### src/rtl/core/kma_fifo.sv
`default_nettype none
module kma_fifo #(
    parameter int WIDTH = 8
) (
    input  wire              clk,
    input  wire              rst_n,
    input  wire              push,
    input  wire [WIDTH-1:0]  din,
    output logic             full,
    input  wire              pop,
    output logic [WIDTH-1:0] dout,
    output logic             nempty
);
    logic [WIDTH-1:0] data_reg [2];
    logic wp_reg, rp_reg;
    logic [1:0] cnt_reg;
    assign full = cnt_reg == 2'd2;
    assign nempty = cnt_reg != 2'd0;
    assign dout = data_reg[rp_reg];
    always_ff @(posedge clk)
    begin
        if (push && !full)
        begin
            data_reg[wp_reg] <= din;
        end
    end
    always_ff @(posedge clk or negedge rst_n)
    begin
        if (!rst_n)
        begin
            wp_reg <= 1'b0;
            rp_reg <= 1'b0;
            cnt_reg <= 2'd0;
        end
        else
        begin
            if (push && !full)
            begin
                wp_reg <= ~wp_reg;
            end
            if (pop && nempty)
            begin
                rp_reg <= ~rp_reg;
            end
            cnt_reg <= cnt_reg + 2'(push && !full) - 2'(pop && nempty);
        end
    end
endmodule
`default_nettype wire

### config.mk
export PLATFORM = sky130hd
export DESIGN_NAME = kma_fifo
export DESIGN_NICKNAME = d
export VERILOG_FILES = /design/src/rtl/core/kma_fifo.sv
export SDC_FILE = /design/constraint.sdc
export NUM_CORES = 1
export LEC_CHECK = 0
export BUFFER_PORTS_ARGS = -buffer_cell sky130_fd_sc_hd__buf_2
export CORE_MARGIN = 2
export CORE_UTILIZATION = 52
export CTS_BUF_LIST = sky130_fd_sc_hd__clkbuf_16
export DETAILED_ROUTE_END_ITERATION = 16
export PLACE_DENSITY = 0.79
export SLEW_MARGIN = 20
export SYNTH_ARGS = -nofsm -noshare
export SYNTH_HDL_FRONTEND = slang
export SYNTH_SLANG_ARGS = --single-unit
### constraint.sdc
create_clock -name clk -period 2.7 [get_ports clk]
set_clock_uncertainty 0.05 [all_clocks]
set_input_delay 0.54 -clock clk [delete_from_list [all_inputs] [get_ports clk]]
set_output_delay 0.54 -clock clk [all_outputs]
set_load 0.05 [all_outputs]
==> reports/metrics.cfg <==
[die]
die_area_um2 = 1830
initial_core_util_pct = 57.8
core_um2 = 1350
std_cell_rows = 13
die_y_um = 42.8
pin_count = 22
die_w_um = 42.8

[grt]
use_met3_pct = 4.26
busiest_layer = met2
grtUsageTotal_pct = 15.9
grt-ovfl-total = 0
grt_pass1_vias = 457
grt_use_met2_pct = 23.9
use_met1_pct = 21.3
antenna_found_initial = 0
grt_max_degree = 11
grt_pass1_wl_um = 2080

[worst_setup_path]
reg2reg_slack_ns = 0.94
max_stage_delay_ns = 0.59
cp_top_family = flip-flops
slowest_stage = dfrtp_1
crit_path_end_kind = output pin
r2r_cells = 7
critPathKind = reg2out
cp-start-kind = flop
reg2reg_from = cnt_reg[1]
arrival_ns = 1.44
worstSetupPathDepth = 2
crit_path_cell_trace = mux2_2 > buf_2
crit_buf_inv = 1
r2r-end = cnt_reg[1]
worstPathRequired_ns = 2.11
endpoint = dout[1]
worstPathMaxFanout = 9
crit_start = rp_reg

[detailed_routing]
drt-pass1-iter-count = 4
routedWlPerCell_um = 15.0
drt_wl_total_um = 1220
vias_per_cell = 5.10
drc = 0
drt_iter0_markers = 5
antenna_left = 0
num_vias = 413

[power_and_ir_drop]
leakage_nw = 0.406
p_per_area_nw_per_um2 = 1360
irDropWorstVdd_mv = 0.837
total_power_mw = 1.33

[yosys]
synthTopCellsByArea = edfxtp_1, dfrtp_1, mux2_2
ys_seq_elements = 20
synth_top_area_share_pct = 61.5
syn_area_um2 = 781
syn-num-nets = 57
synth.avg_cell_area_um2 = 18.2
ys_types = 14
yosysTopAreaCell = edfxtp_1
synth_flop_cell = edfxtp_1
ys_seq_area_share_pct = 74.4
ys_async_sr_fraction_pct = 20.0
synth_edf_count = 16
yosysMostFrequentCell = edfxtp_1
ys_warn_count = 0
synth_common_cells = edfxtp_1, mux2_2, dfrtp_1
syn_inst = 43

[run_status]
status = completed

[timing]
rsz0062_at_grt = no
final_hold_viol_count = 0
finalCritPeriodShare_pct = 75.1
fin_hold_ws_ns = 0.0412
slew_headroom_pct = 52.7
worstMarginPinSlew_ns = 0.707
min_period_ns = 2.03
setup_ws_ns = 0.672
maxSlewViolCount = 0
setup_viol = 0
fmax_mhz = 493
fin_setup_tns_ns = 0

[layout]
fin_nets = 82
drive_above_1_share_pct = 51.5
utilization_pct = 72.2
syn2layout_area_growth_pct = 24.8
stdcell_count = 81
post-route-cell-area_um2 = 975
fillCellCount = 92
antenna_cells = 0
largest_reg_flops = 16

[clock_network]
htree_levels = 1
cts_resized = 0
numClockSinks = 20
post_cts_buffers = 0
root_buffer = clkbuf_16
clock_path_buffers = 2
worstSkewPairLatency_ns = 0.24
cts-buffers-inserted = 3
clkTransAtPathRegs_ns = 0.05
cts_tree = yes
postCtsHoldBufs = 0

[job]
maxCapViolCount = 0

[placed_design]
placed_area_um2 = 900
portBuffers = 21
dp.cells = 78
gp_congestion = 0.632
post-place-ws_ns = 0.950
dp_hpwl_um = 903

[worst_hold_path]
hp-class = in2async

-- layer usage --
layer / up-vias / wire (µm) / part of all wire (%)
met5: - / 0 / 0
met4: 0 / 0 / 0
met3: 0 / 81 / 6.6
met2: 17 / 551 / 45
met1: 195 / 586 / 48
li1: 201 / - / -
-- report_power, final --
| group | internal (mW) | total, mW | switching, mW |
|---|---|---|---|
| sequential | 0.433 | 0.492 | 0.0588 |
| combinational | 0.177 | 0.549 | 0.372 |
| clock | 0.195 | 0.287 | 0.0928 |
| total | 0.806 | 1.33 | 0.523 |
-- layout by cell type (no fill, tap or decap) --
| cell type | n |
|---|---|
| xnor2_1 | 3 |
| nand2_1 | 1 |
| xor2_1 | 1 |
| or2_4 | 1 |
| inv_1 | 2 |
| ha_1 | 2 |
| dfrtp_1 | 4 |
| and3_1 | 1 |
| clkbuf_16 | 3 |
| mux2_2 | 8 |
| buf_2 | 21 |
| edfxtp_1 | 16 |
| nor2_1 | 1 |
| nand2b_1 | 1 |
| and2_4 | 1 |
-- cell families (layout without fill, tap and decap cells) --
| kind of cell | after synthesis | in the layout | share of synthesized area, % |
|---|---|---|---|
| multiplexers | 8 | 8 | 11.5 |
| AND/OR/NAND/NOR | 6 | 6 | 4.81 |
| buffers and inverters | 3 | 26 | 1.60 |
| adder cells (fa/ha/maj) | 2 | 2 | 3.20 |
| flip-flops | 20 | 20 | 74.4 |
| XOR/XNOR | 4 | 4 | 4.49 |
-- how the worst min path moves through the flow --
stage	start	endpoint	slack (ns)	depth (start not counted)
3_3_place_gp	rst_n	wp_reg	0.30	1
6_report	rst_n	wp_reg	0.04	1
4_1_cts	rst_n	wp_reg	0.04	1
5_1_grt	rst_n	rp_reg	0.05	1
3_5_place_dp	rst_n	wp_reg	0.30	1
2_1_floorplan	rst_n	cnt_reg[0]	0.19	0
-- final cells by class --
type,instances,area [µm²],area share (%)
clock buffers,3,75.1,7.70
well taps,15,18.8,1.93
flip-flops and latches,20,581,59.6
multi-input cells,20,188,19.3
inverters,2,7.51,0.770
repair buffers,21,105,10.8
Power figures use the tool's default switching activity.
